--- src/rtl/sdspi_pkg.sv ---
// Package for the SPI-mode SD card host sequencer.
// Shared constants, types and helpers; no dependencies.
package sdspi_pkg;

    localparam int BlockBytes  = 512;
    localparam int PacketBytes = BlockBytes + 2;

    // operation codes of an input word
    localparam logic [1:0] OP_INIT = 2'd0;
    localparam logic [1:0] OP_READ = 2'd1;
    localparam logic [1:0] OP_BYTE = 2'd2;
    localparam logic [1:0] OP_TICK = 2'd3;

    // command codes (bit 7 marks an application command)
    localparam logic [7:0] C_GO_IDLE  = 8'h40;
    localparam logic [7:0] C_OP_MMC   = 8'h41;
    localparam logic [7:0] C_IF_COND  = 8'h48;
    localparam logic [7:0] C_BLOCKLEN = 8'h50;
    localparam logic [7:0] C_READ1    = 8'h51;
    localparam logic [7:0] C_APP      = 8'h77;
    localparam logic [7:0] C_READ_OCR = 8'h7A;
    localparam logic [7:0] C_APP_OP   = 8'hE9;

    // status codes
    localparam logic [1:0] ST_OK     = 2'd0;
    localparam logic [1:0] ST_RDERR  = 2'd1;
    localparam logic [1:0] ST_NOINIT = 2'd2;

    // card kinds
    localparam logic [2:0] K_NONE  = 3'd0;
    localparam logic [2:0] K_MMC   = 3'd1;
    localparam logic [2:0] K_SDV1  = 3'd2;
    localparam logic [2:0] K_SDV2  = 3'd3;
    localparam logic [2:0] K_SDV2B = 3'd4;

    // configuration register indexes
    localparam logic [2:0] R_DUMMY  = 3'd0;
    localparam logic [2:0] R_SETTLE = 3'd1;
    localparam logic [2:0] R_RETRY  = 3'd2;
    localparam logic [2:0] R_RESP   = 3'd3;
    localparam logic [2:0] R_TOKEN  = 3'd4;
    localparam logic [2:0] R_READY  = 3'd5;

    typedef struct packed {
        logic [1:0]  op;
        logic [7:0]  rx;
        logic [31:0] sector;
        logic [8:0]  offset;
        logic [9:0]  count;
    } t_in;

    typedef struct packed {
        logic       tx_valid;
        logic [7:0] tx_byte;
        logic       chip_select;
        logic       fast_clock;
        logic       data_valid;
        logic [7:0] data_byte;
        logic       done_res;
        logic [1:0] status;
        logic [2:0] card_kind;
    } t_out;

    typedef struct packed {
        logic [7:0]  dummy;
        logic [15:0] settle;
        logic [15:0] retry;
        logic [7:0]  resp;
        logic [15:0] token;
        logic [15:0] ready;
    } t_cfg;

    function automatic logic [15:0] at_least_one(input logic [15:0] v);
        return (v == 16'd0) ? 16'd1 : v;
    endfunction

endpackage

--- src/rtl/sdspi_cfg.sv ---
// Configuration register file of the SD SPI sequencer.
// Depends on sdspi_pkg.
module sdspi_cfg (
    input  logic                 i_clk,
    input  logic                 i_rst_n,
    input  logic                 i_cfg_we,
    input  logic [2:0]           i_cfg_idx,
    input  logic [15:0]          i_cfg_data,
    output sdspi_pkg::t_cfg      o_cfg
);
    sdspi_pkg::t_cfg r_cfg;

    // register writes
    always_ff @(posedge i_clk) begin
        if (!i_rst_n) begin
            r_cfg.dummy  <= 8'd50;
            r_cfg.settle <= 16'd250;
            r_cfg.retry  <= 16'd25000;
            r_cfg.resp   <= 8'd10;
            r_cfg.token  <= 16'd1000;
            r_cfg.ready  <= 16'd5000;
        end else if (i_cfg_we) begin
            case (i_cfg_idx)
                sdspi_pkg::R_DUMMY:  r_cfg.dummy  <= i_cfg_data[7:0];
                sdspi_pkg::R_SETTLE: r_cfg.settle <= i_cfg_data;
                sdspi_pkg::R_RETRY:  r_cfg.retry  <= i_cfg_data;
                sdspi_pkg::R_RESP:   r_cfg.resp   <= i_cfg_data[7:0];
                sdspi_pkg::R_TOKEN:  r_cfg.token  <= i_cfg_data;
                sdspi_pkg::R_READY:  r_cfg.ready  <= i_cfg_data;
                default: ;
            endcase
        end
    end

    assign o_cfg = r_cfg;
endmodule

--- src/rtl/sdspi_seq.sv ---
// Sequencer core: one step per input word, result into an output register.
// Depends on sdspi_pkg.
module sdspi_seq (
    input  logic             i_clk,
    input  logic             i_rst_n,
    input  logic             i_step,
    input  sdspi_pkg::t_in   i_item,
    input  sdspi_pkg::t_cfg  i_cfg,
    output sdspi_pkg::t_out  o_res
);
    typedef enum logic [3:0] {
        PH_IDLE, PH_DUMMY, PH_SETTLE, PH_CMD0, PH_CMD8, PH_R7, PH_HCS,
        PH_CMD58, PH_OCR, PH_PROBE, PH_WAIT, PH_CMD16, PH_CMD17,
        PH_TOKEN, PH_DATA
    } t_phase;

    typedef enum logic [2:0] {
        S_RDY55, S_TX55, S_RSP55, S_RDY, S_TX, S_RSP
    } t_stage;

    t_phase      r_phase, n_phase;
    t_stage      r_stage, n_stage;
    logic [2:0]  r_kind, n_kind, r_pend, n_pend;
    logic [15:0] r_retry, n_retry, r_poll, n_poll;
    logic [9:0]  r_bcnt, n_bcnt;
    logic [31:0] r_ocr, n_ocr;
    logic [47:0] r_frame, n_frame;
    logic [18:0] r_win, n_win;
    logic        r_var, n_var, r_cs, n_cs, r_fast, n_fast;
    sdspi_pkg::t_out r_res, n_res;

    // scratch of the step logic
    logic [7:0]  rx, crc, code, rsp;
    logic [31:0] arg, addr;
    logic        start, fin_i, fin_r, do_rsp, busy, r7ok;
    logic [1:0]  rd_st;
    logic [47:0] fsel;
    logic [2:0]  fidx;
    logic [10:0] wend;
    logic [15:0] pdec;

    always_comb begin
        n_phase = r_phase; n_stage = r_stage; n_kind = r_kind; n_pend = r_pend;
        n_retry = r_retry; n_poll = r_poll; n_bcnt = r_bcnt; n_ocr = r_ocr;
        n_frame = r_frame; n_win = r_win; n_var = r_var; n_cs = r_cs;
        n_fast = r_fast;
        n_res = '0;
        n_res.tx_byte = 8'hFF;
        rx = i_item.rx;
        start = 1'b0; code = '0; arg = '0; busy = 1'b0;
        fin_i = 1'b0; fin_r = 1'b0; rd_st = sdspi_pkg::ST_OK;
        do_rsp = 1'b0; rsp = 8'hFF; crc = 8'h01; addr = '0; r7ok = 1'b0;
        fidx = '0; fsel = r_frame;
        wend = {2'b0, r_win[8:0]} + {1'b0, r_win[18:9]};
        pdec = r_poll - 16'd1;

        case (i_item.op)
            sdspi_pkg::OP_INIT: begin
                n_phase = PH_DUMMY; n_cs = 1'b0; n_fast = 1'b0;
                n_kind = sdspi_pkg::K_NONE; n_pend = sdspi_pkg::K_NONE;
                n_bcnt = {2'b0, i_cfg.dummy};
                if (i_cfg.dummy != 8'd0) n_res.tx_valid = 1'b1;
                else begin
                    n_cs = 1'b1; n_poll = i_cfg.settle;
                    if (i_cfg.settle == 16'd0) begin
                        n_phase = PH_CMD0; start = 1'b1; code = sdspi_pkg::C_GO_IDLE;
                    end else n_phase = PH_SETTLE;
                end
            end
            sdspi_pkg::OP_READ: begin
                if (r_phase == PH_IDLE) begin
                    if (r_kind == sdspi_pkg::K_NONE) begin
                        fin_r = 1'b1; rd_st = sdspi_pkg::ST_NOINIT;
                    end else begin
                        addr = (r_kind == sdspi_pkg::K_SDV2B) ? i_item.sector
                                                              : {i_item.sector[22:0], 9'd0};
                        n_win = {i_item.count, i_item.offset};
                        n_cs = 1'b1; n_phase = PH_CMD17;
                        start = 1'b1; code = sdspi_pkg::C_READ1; arg = addr;
                    end
                end
            end
            sdspi_pkg::OP_TICK: begin
                if (r_phase == PH_SETTLE) begin
                    n_poll = pdec;
                    if (pdec == 16'd0) begin
                        n_phase = PH_CMD0; start = 1'b1; code = sdspi_pkg::C_GO_IDLE;
                    end
                end
            end
            default: begin
                case (r_phase)
                    PH_DUMMY: begin
                        n_bcnt = r_bcnt - 10'd1;
                        if (r_bcnt != 10'd1) n_res.tx_valid = 1'b1;
                        else begin
                            n_cs = 1'b1; n_poll = i_cfg.settle;
                            if (i_cfg.settle == 16'd0) begin
                                n_phase = PH_CMD0; start = 1'b1;
                                code = sdspi_pkg::C_GO_IDLE;
                            end else n_phase = PH_SETTLE;
                        end
                    end
                    PH_R7, PH_OCR: begin
                        n_ocr = {r_ocr[23:0], rx};
                        n_bcnt = r_bcnt + 10'd1;
                        if (r_bcnt < 10'd3) n_res.tx_valid = 1'b1;
                        else if (r_phase == PH_OCR) begin
                            n_pend = n_ocr[30] ? sdspi_pkg::K_SDV2B : sdspi_pkg::K_SDV2;
                            fin_i = 1'b1;
                        end else begin
                            r7ok = (n_ocr[15:8] == 8'h01) && (n_ocr[7:0] == 8'hAA);
                            if (r7ok) begin
                                n_phase = PH_HCS;
                                n_retry = sdspi_pkg::at_least_one(i_cfg.retry);
                                start = 1'b1; code = sdspi_pkg::C_APP_OP;
                                arg = 32'h4000_0000; n_var = 1'b1;
                            end else begin
                                n_pend = sdspi_pkg::K_NONE; fin_i = 1'b1;
                            end
                        end
                    end
                    PH_TOKEN: begin
                        if (rx == 8'hFF) begin
                            n_poll = pdec;
                            if (pdec != 16'd0) n_res.tx_valid = 1'b1;
                            else begin fin_r = 1'b1; rd_st = sdspi_pkg::ST_RDERR; end
                        end else if (rx == 8'hFE) begin
                            n_phase = PH_DATA; n_bcnt = '0; n_res.tx_valid = 1'b1;
                        end else begin
                            fin_r = 1'b1; rd_st = sdspi_pkg::ST_RDERR;
                        end
                    end
                    PH_DATA: begin
                        if ({1'b0, r_bcnt} >= {2'b0, r_win[8:0]} &&
                            {1'b0, r_bcnt} < wend) begin
                            n_res.data_valid = 1'b1; n_res.data_byte = rx;
                        end
                        n_bcnt = r_bcnt + 10'd1;
                        if (n_bcnt >= 10'(sdspi_pkg::PacketBytes)) fin_r = 1'b1;
                        else n_res.tx_valid = 1'b1;
                    end
                    PH_IDLE, PH_SETTLE: ;
                    default: begin
                        // command engine
                        if (r_stage == S_RDY55 || r_stage == S_RDY) begin
                            if (rx == 8'hFF) begin
                                n_stage = t_stage'(r_stage + 3'd1); n_bcnt = '0;
                                fidx = 3'd0; n_res.tx_valid = 1'b1;
                            end else begin
                                n_poll = pdec;
                                if (pdec != 16'd0) n_res.tx_valid = 1'b1;
                                else begin do_rsp = 1'b1; rsp = 8'hFF; end
                            end
                        end else if (r_stage == S_TX55 || r_stage == S_TX) begin
                            n_bcnt = r_bcnt + 10'd1;
                            if (n_bcnt < 10'd6) begin
                                fidx = n_bcnt[2:0]; n_res.tx_valid = 1'b1;
                            end else begin
                                n_stage = t_stage'(r_stage + 3'd1);
                                n_poll = {8'd0, (i_cfg.resp == 8'd0) ? 8'd1 : i_cfg.resp};
                                n_res.tx_valid = 1'b1;
                            end
                        end else begin
                            busy = r_var ? (rx == 8'hFF) : rx[7];
                            if (busy) n_poll = pdec;
                            if (busy && pdec != 16'd0) n_res.tx_valid = 1'b1;
                            else if (r_stage == S_RSP || (!r_var && rx > 8'd1)) begin
                                do_rsp = 1'b1; rsp = rx;
                            end else begin
                                n_stage = S_RDY;
                                n_poll = sdspi_pkg::at_least_one(i_cfg.ready);
                                n_res.tx_valid = 1'b1;
                            end
                        end
                        if (r_stage <= S_RSP55)
                            fsel = {sdspi_pkg::C_APP, 32'd0, r_var ? 8'hFF : 8'h01};
                        // frame bytes go out once the card is ready, and while sending
                        if (n_res.tx_valid &&
                            (((r_stage == S_RDY55 || r_stage == S_RDY) && rx == 8'hFF) ||
                             ((r_stage == S_TX55 || r_stage == S_TX) && n_bcnt < 10'd6)))
                            n_res.tx_byte = fsel[8*(5-fidx) +: 8];
                    end
                endcase

                // command result handling
                if (do_rsp) begin
                    case (r_phase)
                        PH_CMD0: begin
                            if (rsp == 8'd1) begin
                                n_phase = PH_CMD8; start = 1'b1;
                                code = sdspi_pkg::C_IF_COND; arg = 32'h1AA;
                            end else begin n_pend = sdspi_pkg::K_NONE; fin_i = 1'b1; end
                        end
                        PH_CMD8: begin
                            if (rsp == 8'd1) begin
                                n_phase = PH_R7; n_bcnt = '0; n_ocr = '0;
                                n_res.tx_valid = 1'b1;
                            end else begin
                                n_phase = PH_PROBE; start = 1'b1;
                                code = sdspi_pkg::C_APP_OP;
                            end
                        end
                        PH_HCS: begin
                            if (rsp == 8'd0) begin
                                n_phase = PH_CMD58; start = 1'b1;
                                code = sdspi_pkg::C_READ_OCR;
                            end else begin
                                n_retry = r_retry - 16'd1;
                                if (n_retry == 16'd0) begin
                                    n_pend = sdspi_pkg::K_NONE; fin_i = 1'b1;
                                end else begin
                                    start = 1'b1; code = sdspi_pkg::C_APP_OP;
                                    arg = 32'h4000_0000; n_var = 1'b1;
                                end
                            end
                        end
                        PH_CMD58: begin
                            if (rsp == 8'd0) begin
                                n_phase = PH_OCR; n_bcnt = '0; n_ocr = '0;
                                n_res.tx_valid = 1'b1;
                            end else begin n_pend = sdspi_pkg::K_NONE; fin_i = 1'b1; end
                        end
                        PH_PROBE: begin
                            n_pend = (rsp <= 8'd1) ? sdspi_pkg::K_SDV1 : sdspi_pkg::K_MMC;
                            n_phase = PH_WAIT;
                            n_retry = sdspi_pkg::at_least_one(i_cfg.retry);
                            start = 1'b1;
                            code = (rsp <= 8'd1) ? sdspi_pkg::C_APP_OP : sdspi_pkg::C_OP_MMC;
                        end
                        PH_WAIT: begin
                            if (rsp == 8'd0) begin
                                n_phase = PH_CMD16; start = 1'b1;
                                code = sdspi_pkg::C_BLOCKLEN;
                                arg = 32'(sdspi_pkg::BlockBytes);
                            end else begin
                                n_retry = r_retry - 16'd1;
                                if (n_retry == 16'd0) begin
                                    n_pend = sdspi_pkg::K_NONE; fin_i = 1'b1;
                                end else begin
                                    start = 1'b1;
                                    code = (r_pend == sdspi_pkg::K_SDV1) ?
                                           sdspi_pkg::C_APP_OP : sdspi_pkg::C_OP_MMC;
                                end
                            end
                        end
                        PH_CMD16: begin
                            if (rsp != 8'd0) n_pend = sdspi_pkg::K_NONE;
                            fin_i = 1'b1;
                        end
                        PH_CMD17: begin
                            if (rsp == 8'd0) begin
                                n_phase = PH_TOKEN;
                                n_poll = sdspi_pkg::at_least_one(i_cfg.token);
                                n_res.tx_valid = 1'b1;
                            end else begin fin_r = 1'b1; rd_st = sdspi_pkg::ST_RDERR; end
                        end
                        default: ;
                    endcase
                end
            end
        endcase

        // build and launch a command frame
        if (start) begin
            if (code[6:0] == sdspi_pkg::C_GO_IDLE[6:0]) crc = 8'h95;
            else if (code[6:0] == sdspi_pkg::C_IF_COND[6:0]) crc = 8'h87;
            if (n_var && arg == 32'h4000_0000 && code == sdspi_pkg::C_APP_OP
                && (r_phase == PH_R7 || r_phase == PH_HCS)) crc = 8'hFF;
            else n_var = 1'b0;
            n_frame = {1'b0, code[6:0], arg, crc};
            n_stage = code[7] ? S_RDY55 : S_RDY;
            n_poll = sdspi_pkg::at_least_one(i_cfg.ready);
            n_res.tx_valid = 1'b1; n_res.tx_byte = 8'hFF;
        end
        if (fin_i) begin
            n_kind = n_pend; n_phase = PH_IDLE; n_cs = 1'b0; n_fast = 1'b1;
            n_res.done_res = 1'b1;
            n_res.status = (n_pend != sdspi_pkg::K_NONE) ? sdspi_pkg::ST_OK
                                                         : sdspi_pkg::ST_NOINIT;
        end
        if (fin_r) begin
            n_phase = PH_IDLE; n_cs = 1'b0; n_res.done_res = 1'b1; n_res.status = rd_st;
        end
        n_res.chip_select = n_cs;
        n_res.fast_clock = n_fast;
        n_res.card_kind = n_kind;
    end

    // state and result register
    always_ff @(posedge i_clk) begin
        if (!i_rst_n) begin
            r_phase <= PH_IDLE; r_stage <= S_RDY55; r_kind <= '0; r_pend <= '0;
            r_retry <= '0; r_poll <= '0; r_bcnt <= '0; r_ocr <= '0;
            r_frame <= '0; r_win <= '0; r_var <= 1'b0; r_cs <= 1'b0;
            r_fast <= 1'b0; r_res <= '0;
        end else if (i_step) begin
            r_phase <= n_phase; r_stage <= n_stage; r_kind <= n_kind;
            r_pend <= n_pend; r_retry <= n_retry; r_poll <= n_poll;
            r_bcnt <= n_bcnt; r_ocr <= n_ocr; r_frame <= n_frame;
            r_win <= n_win; r_var <= n_var; r_cs <= n_cs; r_fast <= n_fast;
            r_res <= n_res;
        end
    end

    assign o_res = r_res;
endmodule

--- src/rtl/sd_card_spi_init_and_read.sv ---
// Top level of the SPI-mode SD/MMC host sequencer.
// Depends on sdspi_pkg, sdspi_cfg and sdspi_seq.
//
// channel   dir  tdata (low bit first)                        tuser
// s_axis    in   rx_byte[7:0] sector[39:8] offset[48:40]       operation
//                count[58:49], zero to 64
// m_axis    out  tx_valid tx_byte chip_select fast_clock       -
//                data_valid data_byte done_res status card_kind, zero to 32
// cfg       in   index 0..5, 16-bit write data
//
// One word per cycle unless m_axis stalls; each word's step is one pass from the state
// registers to the result register, seen in the cycle after the word is taken.
// Synchronous active-low reset returns to idle with no card. m_axis stalls hold the
// result register; s_axis_tready is high whenever it is empty or being taken.
module sd_card_spi_init_and_read (
    input  logic        i_clk,
    input  logic        i_rst_n,
    input  logic        s_axis_tvalid,
    output logic        s_axis_tready,
    input  logic [63:0] s_axis_tdata,   // rx_byte, sector, offset, count
    input  logic [1:0]  s_axis_tuser,   // operation
    output logic        m_axis_tvalid,
    input  logic        m_axis_tready,
    output logic [31:0] m_axis_tdata,   // tx_valid,tx_byte,cs,fast,dv,db,done,status,kind
    input  logic        i_cfg_we,
    input  logic [2:0]  i_cfg_idx,
    input  logic [15:0] i_cfg_data
);
    sdspi_pkg::t_cfg cfg;
    sdspi_pkg::t_in  item;
    sdspi_pkg::t_out res;
    logic            r_full;
    logic            step;

    assign s_axis_tready = !r_full || m_axis_tready;
    assign step = s_axis_tvalid && s_axis_tready;

    assign item.op     = s_axis_tuser;
    assign item.rx     = s_axis_tdata[7:0];
    assign item.sector = s_axis_tdata[39:8];
    assign item.offset = s_axis_tdata[48:40];
    assign item.count  = s_axis_tdata[58:49];

    sdspi_cfg u_cfg (
        .i_clk(i_clk), .i_rst_n(i_rst_n), .i_cfg_we(i_cfg_we),
        .i_cfg_idx(i_cfg_idx), .i_cfg_data(i_cfg_data), .o_cfg(cfg)
    );

    sdspi_seq u_seq (
        .i_clk(i_clk), .i_rst_n(i_rst_n), .i_step(step),
        .i_item(item), .i_cfg(cfg), .o_res(res)
    );

    // output valid flag
    always_ff @(posedge i_clk) begin
        if (!i_rst_n) r_full <= 1'b0;
        else if (step) r_full <= 1'b1;
        else if (m_axis_tready) r_full <= 1'b0;
    end

    assign m_axis_tvalid = r_full;
    assign m_axis_tdata = {6'd0, res.card_kind, res.status, res.done_res, res.data_byte,
                           res.data_valid, res.fast_clock, res.chip_select,
                           res.tx_byte, res.tx_valid};

    // status is only reported with done
    a_done_status: assert property (@(posedge i_clk) disable iff (!i_rst_n)
        m_axis_tvalid && !res.done_res |-> res.status == sdspi_pkg::ST_OK)
        else $error("status set without done");
    // a stalled result holds
    a_stall_hold: assert property (@(posedge i_clk) disable iff (!i_rst_n)
        m_axis_tvalid && !m_axis_tready |=> $stable(m_axis_tdata))
        else $error("result changed under stall");
    // block bytes come only from an initialized card
    a_data_card: assert property (@(posedge i_clk) disable iff (!i_rst_n)
        m_axis_tvalid && res.data_valid |-> res.card_kind != sdspi_pkg::K_NONE)
        else $error("data delivered without a card");
endmodule

--- config.mk ---
export PLATFORM = sky130hd
export DESIGN_NAME = sd_card_spi_init_and_read
export DESIGN_NICKNAME = d
export VERILOG_FILES = /design/src/rtl/sdspi_pkg.sv /design/src/rtl/sdspi_cfg.sv /design/src/rtl/sdspi_seq.sv /design/src/rtl/sd_card_spi_init_and_read.sv
export SDC_FILE = /design/constraint.sdc
export NUM_CORES = 1
export LEC_CHECK = 0
export BUFFER_PORTS_ARGS = -buffer_cell sky130_fd_sc_hd__clkbuf_2
export CORE_UTILIZATION = 50
export DETAILED_ROUTE_END_ITERATION = 7
export HOLD_SLACK_MARGIN = 0.03
export PLACE_DENSITY = 0.68
export SKIP_CTS_REPAIR_TIMING = 1
export SLEW_MARGIN = 20
export SYNTH_ARGS = -nofsm -noshare
export SYNTH_HDL_FRONTEND = slang
export SYNTH_HIERARCHICAL = 1
export SYNTH_SLANG_ARGS = --single-unit
--- constraint.sdc ---
create_clock -name i_clk -period 4.4 [get_ports i_clk]
set_input_delay 0.44 -clock i_clk [delete_from_list [all_inputs] [get_ports i_clk]]
set_output_delay 0.44 -clock i_clk [all_outputs]
set_load 0.05 [all_outputs]
# Word level (Yosys, flattened, before mapping)
# Index checks and enable logic that the tools add are counted.
[word_totals] output_inout_bits=34 wordCells=423 reg_bits=258
[op_classes] addsub=7 order_cmp=9 reduce_logical=64 n_bitwise=3 mux=261 eq_ne=52 shift=1
[op_table] operator="32-bit two-way mux" n=15
[op_table] operator="16-bit two-way mux" n=24
[op_table] operator="8-bit two-way mux" n=30
[op_table] operator="32-bit case mux with 2 select lines" n=2
[op_table] operator="10-bit two-way mux" n=10
[op_table] operator="16-bit logical NOT" n=6
[op_table] operator="48-bit two-way mux" n=2
[op_table] operator="16-bit case mux with 3 select lines" n=2
[op_table] operator="32-bit case mux with 3 select lines" n=1
[op_table] operator="3-bit two-way mux" n=29
[op_table] operator="1-bit two-way mux" n=84
[op_table] operator="4-bit two-way mux" n=20
[op_table] operator="48-bit by 33-bit variable part select with 8-bit output" n=1
[op_table] operator="47-bit two-way mux" n=1
[op_table] operator="10-bit case mux with 2 select lines" n=2
[op_table] operator="10-bit case mux with 4 select lines" n=1
[op_table] operator="8-bit case mux with 5 select lines" n=1
[op_table] operator="9-bit two-way mux" n=4
[op_table] operator="32-bit by 31-bit equality test with 1-bit output, second input constant" n=1
[op_table] operator="8-bit equality test, second input constant" n=4
[op_table] operator="16-bit case mux with 2 select lines" n=1
[op_table] operator="16-bit by 1-bit subtractor with 16-bit output, second input constant" n=2
[op_table] operator="31-bit two-way mux" n=1
[op_table] operator="4-bit equality test, second input constant" n=7
[op_table] operator="other kinds (65)" n=146

# Depth between registers and ports, before layout
[logic_depth] depth_word=20 ltp_mapped=16 depth_no_buf=16

# Cells and area by module
# Netlist, hierarchy kept.
[modules_own_cells] module="sdspi_seq" seq_area_each_um2=3022.9 cells_per_inst=1884 area_per_inst_um2=13196.4 instances=1
[modules_own_cells] module="sdspi_cfg" seq_area_each_um2=1601.5 cells_per_inst=296 area_per_inst_um2=3088.0 instances=1
[modules_own_cells] module="sd_card_spi_init_and_read" seq_area_each_um2=20.0 cells_per_inst=12 area_per_inst_um2=106.4 instances=1

# Least setup slack after synthesis
# No wires, ideal clock.
[synth_path] kind="reg2reg" start="register u_seq.r_bcnt[1]" end="register u_seq.r_res, in the netlist u_seq/o_res[17]" synth_period_minus_slack_ns=3.773 path_slack_ns=0.627 path_buffers=5 t_required_ns=4.275 stages_incl_launch_ff=17 t_arrival_ns=3.648 cell_sequence="dfxtp_1 > ha_1 > buf_2 > and4_1 > clkbuf_1 > nand3_1 > or4b_1 > a2111oi_2 > buf_2 > nand2_1 > nor2_1 > ha_1 > clkbuf_1 > and3_1 > buf_1 > a221oi_1 > a21oi_1"
[synth_between] elab_chain_len=13 elab_cells_between_ends=34 cone_classes="add/sub (2); order compare (3); eq/ne (1); shift (1); mux (24); reduce/logical (3)"
[synth_rtl] item="from (decl)" line="sdspi_seq.sv:25" text="logic [9:0] r_bcnt, n_bcnt;"
[synth_rtl] item="from (signal assigned)" line="sdspi_seq.sv:300" text="r_bcnt <= n_bcnt; r_ocr <= n_ocr; r_frame <= n_frame;"
[synth_rtl] item="10-bit by 1-bit adder with 10-bit output" line="sdspi_seq.sv:156" text="n_bcnt = r_bcnt + 10'd1;"
[synth_rtl] item="10-bit by 3-bit < comparator with 1-bit output / 10-bit two-way mux (equally long branches)" line="sdspi_seq.sv:157, sdspi_seq.sv:155"
[synth_rtl] item="3-bit two-way mux / 10-bit two-way mux (equally long branches)" line="sdspi_seq.sv:157, sdspi_seq.sv:146"
[synth_rtl] item="3-bit two-way mux / 10-bit two-way mux (equally long branches)" line="sdspi_seq.sv:155, sdspi_seq.sv:92"
[synth_rtl] item="3-bit two-way mux / 10-bit two-way mux (equally long branches)" line="sdspi_seq.sv:146, sdspi_seq.sv:57"
[synth_rtl] item="3-bit two-way mux / 10-bit by 3-bit < comparator with 1-bit output (equally long branches)" line="sdspi_seq.sv:92, sdspi_seq.sv:181"
[synth_rtl] item="3-bit two-way mux / 1-bit logical AND (equally long branches)" line="sdspi_seq.sv:57, sdspi_seq.sv:181"
[synth_rtl] item="3-bit by 3-bit subtractor with 4-bit output / 1-bit logical OR (equally long branches)" line="sdspi_seq.sv:182, sdspi_seq.sv:180"
[synth_rtl] item="48-bit by 33-bit variable part select with 8-bit output / 1-bit logical AND (equally long branches)" line="sdspi_seq.sv:182, sdspi_seq.sv:179"
[synth_rtl] item="8-bit two-way mux" line="sdspi_seq.sv:179" text="if (n_res.tx_valid &&"
[synth_rtl] item="8-bit two-way mux" line="sdspi_seq.sv:92" text="case (r_phase)"
[synth_rtl] item="8-bit two-way mux" line="sdspi_seq.sv:57" text="case (i_item.op)"
[synth_rtl] item="9-bit two-way mux (*)" line="sdspi_seq.sv:265" text="if (start) begin"
[synth_rtl] item="to (signal assigned)" line="sdspi_seq.sv:302" text="r_res <= n_res;"
[synth_rtl] item="to (decl)" line="sdspi_seq.sv:30" text="sdspi_pkg::t_out r_res, n_res;"
# Every way passes the cells marked *; elsewhere a longest branch is shown, timed or not. The select of a mux whose other input is x is not followed.
# A chain may end at the register's enable or synchronous reset.

# Final worst setup path
[layout_path] start="register u_seq.r_stage[2]" end="register u_seq.r_poll[15]"
[layout_between] elab_chain_len=15 elab_cells_between_ends=42 cone_classes="eq/ne (8); mux (28); reduce/logical (6)"
[layout_rtl] item="from (decl)" line="sdspi_seq.sv:22" text="t_stage r_stage, n_stage;"
[layout_rtl] item="from (signal assigned)" line="sdspi_seq.sv:298" text="r_phase <= n_phase; r_stage <= n_stage; r_kind <= n_kind;"
[layout_rtl] item="3-bit equality test" line="sdspi_seq.sv:168" text="else if (r_stage == S_RSP || (!r_var && rx > 8'd1)) begin"
[layout_rtl] item="1-bit logical OR" line="sdspi_seq.sv:168"
[layout_rtl] item="8-bit two-way mux" line="sdspi_seq.sv:168"
[layout_rtl] item="8-bit two-way mux" line="sdspi_seq.sv:167" text="if (busy && pdec != 16'd0) n_res.tx_valid = 1'b1;"
[layout_rtl] item="8-bit two-way mux" line="sdspi_seq.sv:155" text="end else if (r_stage == S_TX55 || r_stage == S_TX) begin"
[layout_rtl] item="8-bit two-way mux" line="sdspi_seq.sv:146" text="if (r_stage == S_RDY55 || r_stage == S_RDY) begin"
[layout_rtl] item="8-bit two-way mux" line="sdspi_seq.sv:92"
[layout_rtl] item="8-bit two-way mux" line="sdspi_seq.sv:57"
[layout_rtl] item="8-bit by 1-bit equality test with 1-bit output / 8-bit logical NOT (equally long branches)"
[layout_rtl] item="1-bit two-way mux (on tied branches)" line="sdspi_seq.sv:196, sdspi_seq.sv:190, sdspi_seq.sv:232"
[layout_rtl] item="1-bit case mux with 4 select lines" line="sdspi_seq.sv:188" text="case (r_phase)"
[layout_rtl] item="1-bit two-way mux" line="sdspi_seq.sv:187" text="if (do_rsp) begin"
[layout_rtl] item="1-bit case mux with 3 select lines" line="sdspi_seq.sv:57"
[layout_rtl] item="3-bit by 1-bit != test with 1-bit output (no source line), or another cell as far along"
[layout_rtl] item="4-bit AND reduction (no source line)"
[layout_rtl] item="to (signal assigned)" line="sdspi_seq.sv:299" text="r_pend <= n_pend; r_retry <= n_retry; r_poll <= n_poll;"
[layout_rtl] item="to (decl)" line="sdspi_seq.sv:24" text="logic [15:0] r_retry, n_retry, r_poll, n_poll;"
# Parallel ways exist; a longest one is shown, timed or not. The select of a mux whose other input is x is not followed.

==> flow_summary.toml <==
[outcome]
status = "completed"

[critical_path]
cp_slowest_stage_delay_ns = 0.65
r2r_slack_ns = 0.11
path_max_fanout = 17
crit_type = "reg -> reg"
r2r-end = "u_seq/r_poll[15]"
reg2reg_from = "u_seq/r_stage[2]"
cp_slowest_cell = "or4_1"
startpoint_type = "flip-flop"
crit_family = "simple AND/OR/NAND/NOR gates"
cp.required_ns = 4.88
cpMostUsedCell = "o21ai_0"
path_buf_inv = 2
cp-end-kind = "flip-flop"
cp_cell_sequence = "inv_1 > ha_1 > nor4bb_1 > buf_4 > nand4_1 > o21ai_0 > o21ai_0 > a211oi_4 > a21oi_2 > and2_1 > or4_1 > a31oi_1"
rr_worst_depth = 12
worstPathArrival_ns = 4.78

[drt]
dr.pass1.iters = 7
wl_met1_mm = 24.7
drt_iter0_markers = 1970
dr_wl_met3_mm = 5.80
drtAntennaViolNets = 0
routed.top_layer = "met4"
drc = 0
wl_mm = 59.6
via_count = 17500
viasPerCell = 6.50
wl_met2_mm = 26.8
wl_per_cell_um = 22.1

[global_routing]
gr-total-overflow = 0
grt_pass1_vias = 16200
grt_pass1_wl_mm = 91.7
grtUsageTotal = 0.346
antenna_found_initial = 0
grt_start_max_net_pins = 112

[sta]
drv_slew = 0
rsz0062_at_grt = "false"
setup_viol = 0
finalHoldViolations = 0
clock_skew_ns = 0.0216
slew_headroom = 0.279
min_period_over_period = 0.976
timing.setup.tns_ns = 0
max_freq_mhz = 233
worst_pin_slew_ns = 1.08
min_period_ns = 4.29

[cts]
clk_pin_slew_worst_paths_ns = 0.06
ctsRootBufferMaster = "clkbuf_16"
cts_sinks = 232
cts_tree = "yes"
h-tree-depth = 1
cts-buffers-inserted = 27
clock_latency_ns = 0.55
cts_buffer_depth = 3

[yosys]
synth.area.top_cells = "dfxtp_1 (28%), nand2_1 (7.4%), mux2i_1 (6.2%)"
synth_edf_count = 0
synth_warnings = 6
ys.flop_type = "dfxtp_1"
ys_types = 106
async_reset_ff_frac = 0
synth_cells = 2192
ys_ff_latch = 232
synth_area_per_cell_um2 = 7.48
yosysTopAreaCell = "dfxtp_1"
synth_top_area_frac = 0.283
ys_seq_area_frac = 0.283
netlist_area_mm2 = 0.0164

[cells_and_area]
nets = 2376
final_common_cell = "nand2_1"
area_growth_pct = 12.0
antenna_cells = 0
final_cell_mix = "nand2_1 (325), dfxtp_1 (232), nor2_1 (167)"
fillCellCount = 3069
drive_gt1_frac = 0.135
fin_cells = 2690

[floorplanning]
num_rows = 65
fp.dieW_um = 183
die_h_um = 183
core-area_mm2 = 0.0319
initial_core_util = 0.514
io_pins = 124
dieArea_mm2 = 0.0335

[placed_design]
routabilityCongestion = 1.01
placed_cells = 2645
dp_hpwl_mm = 42.9
portBuffers = 112

[pwr]
powerDensity_mw_per_mm2 = 318
ir_drop_mv = 0.298
p_leak_nw = 7.11

[flow_run]
max_cap_violations = 0

[worst_hold_path]
holdPathEnd = "u_seq/r_win[15]"
hp-class = "in -> reg"
min_path_cells = 3
hp-start = "s_axis_tdata[55]"
-- cell type report --
cell class              count  area [µm²]  share of cell area
multi-input cells        1733       10800               0.590
flip-flops and latches    232        4640               0.253
repair buffers            202        1260              0.0688
clock buffers              37         763              0.0416
well taps                 435         544              0.0296
inverters                  43         161             0.00879
clock inverters             8         150             0.00818
-- kinds of logic after synthesis --
family | synth area share
AND/OR/NAND/NOR | 0.255
other | 0.000229
buffers and inverters | 0.0594
AO/OA/AOI/OAI | 0.273
flip-flops | 0.283
adder cells (fa/ha/maj) | 0.0369
multiplexers | 0.0658
XOR/XNOR | 0.0262
-- metrics by stage --
stage | worst slack [ns] | instance area [µm²] | power [mW] | hold slack [ns] | util
floorplan | 0.627 | 16400 | 3.14 | 0.429 | -
global placement | 0.468 | 17500 | 3.49 | 0.438 | 0.547
detailed placement | 0.299 | 17500 | 3.51 | 0.441 | 0.547
CTS | 0.306 | 18400 | 5.84 | 0.102 | 0.576
global route | 0.0136 | 18400 | 6.06 | 0.115 | 0.576
finish | 0.106 | 18400 | 5.85 | 0.122 | 0.576
-- where the power goes --
group / switching (mW) / internal, mW / leakage, nW
sequential: 0.0938 / 2.17 / 1.88
clock: 0.903 / 1.43 / 0.444
combinational: 0.797 / 0.452 / 4.78
-- routing by layer --
metal / global-route usage / vias up
li1: - / 8168
met1: 0.452 / 8234
met2: 0.554 / 939
met3: 0.0761 / 152
met4: 0.132 / 0
met5: 0 / -
-- flip-flops by register name, indices dropped and copies added (netlist names) --
signal         cells
u_seq/o_res       26
u_seq/r_stage      3
u_seq/r_pend       3
u_seq/r_retry     16
u_seq/r_poll      16
m_axis_tvalid      1
u_seq/r_ocr       10
u_seq/r_frame     43
u_seq/r_win       19
u_cfg/o_cfg       80
u_seq/r_bcnt      10
u_seq/r_var        1
u_seq/r_phase      4
-- worst max-delay path by stage --
stage,startpoint,cells after the start,endpoint,slack [ns]
after global placement,u_seq/r_stage[2],12,u_seq/r_poll[15],0.47
final,u_seq/r_stage[2],12,u_seq/r_poll[15],0.11
after global routing,u_seq/r_stage[2],12,u_seq/r_poll[15],0.01
after detailed placement,u_seq/r_stage[2],12,u_seq/r_poll[15],0.30
after CTS,u_seq/r_stage[2],12,u_seq/r_poll[15],0.31
after floorplan,u_seq/r_bcnt[1],16,u_seq/o_res[17],0.63
-- worst reg2reg max path: stages (launching register included) --
cell and delay (ns):
dfxtp_1 0.50, inv_1 0.12, ha_1 0.25, nor4bb_1 0.46
buf_4 0.21, nand4_1 0.25, o21ai_0 0.47, o21ai_0 0.26
a211oi_4 0.34, a21oi_2 0.09, and2_1 0.47, or4_1 0.65
a31oi_1 0.17
-- Yosys cell counts, types with 35 or more instances --
master,instances
nand2_1,325
dfxtp_1,232
nor2_1,169
a21oi_1,163
o21ai_0,148
clkbuf_1,140
mux2i_1,101
nor3_1,61
nand3_1,50
nor2b_1,47
ha_1,46
a221oi_1,44
a31oi_1,43
inv_1,41
nor4_1,39
xnor2_1,36
a211oi_1,35
Power figures use the tool's default switching activity.
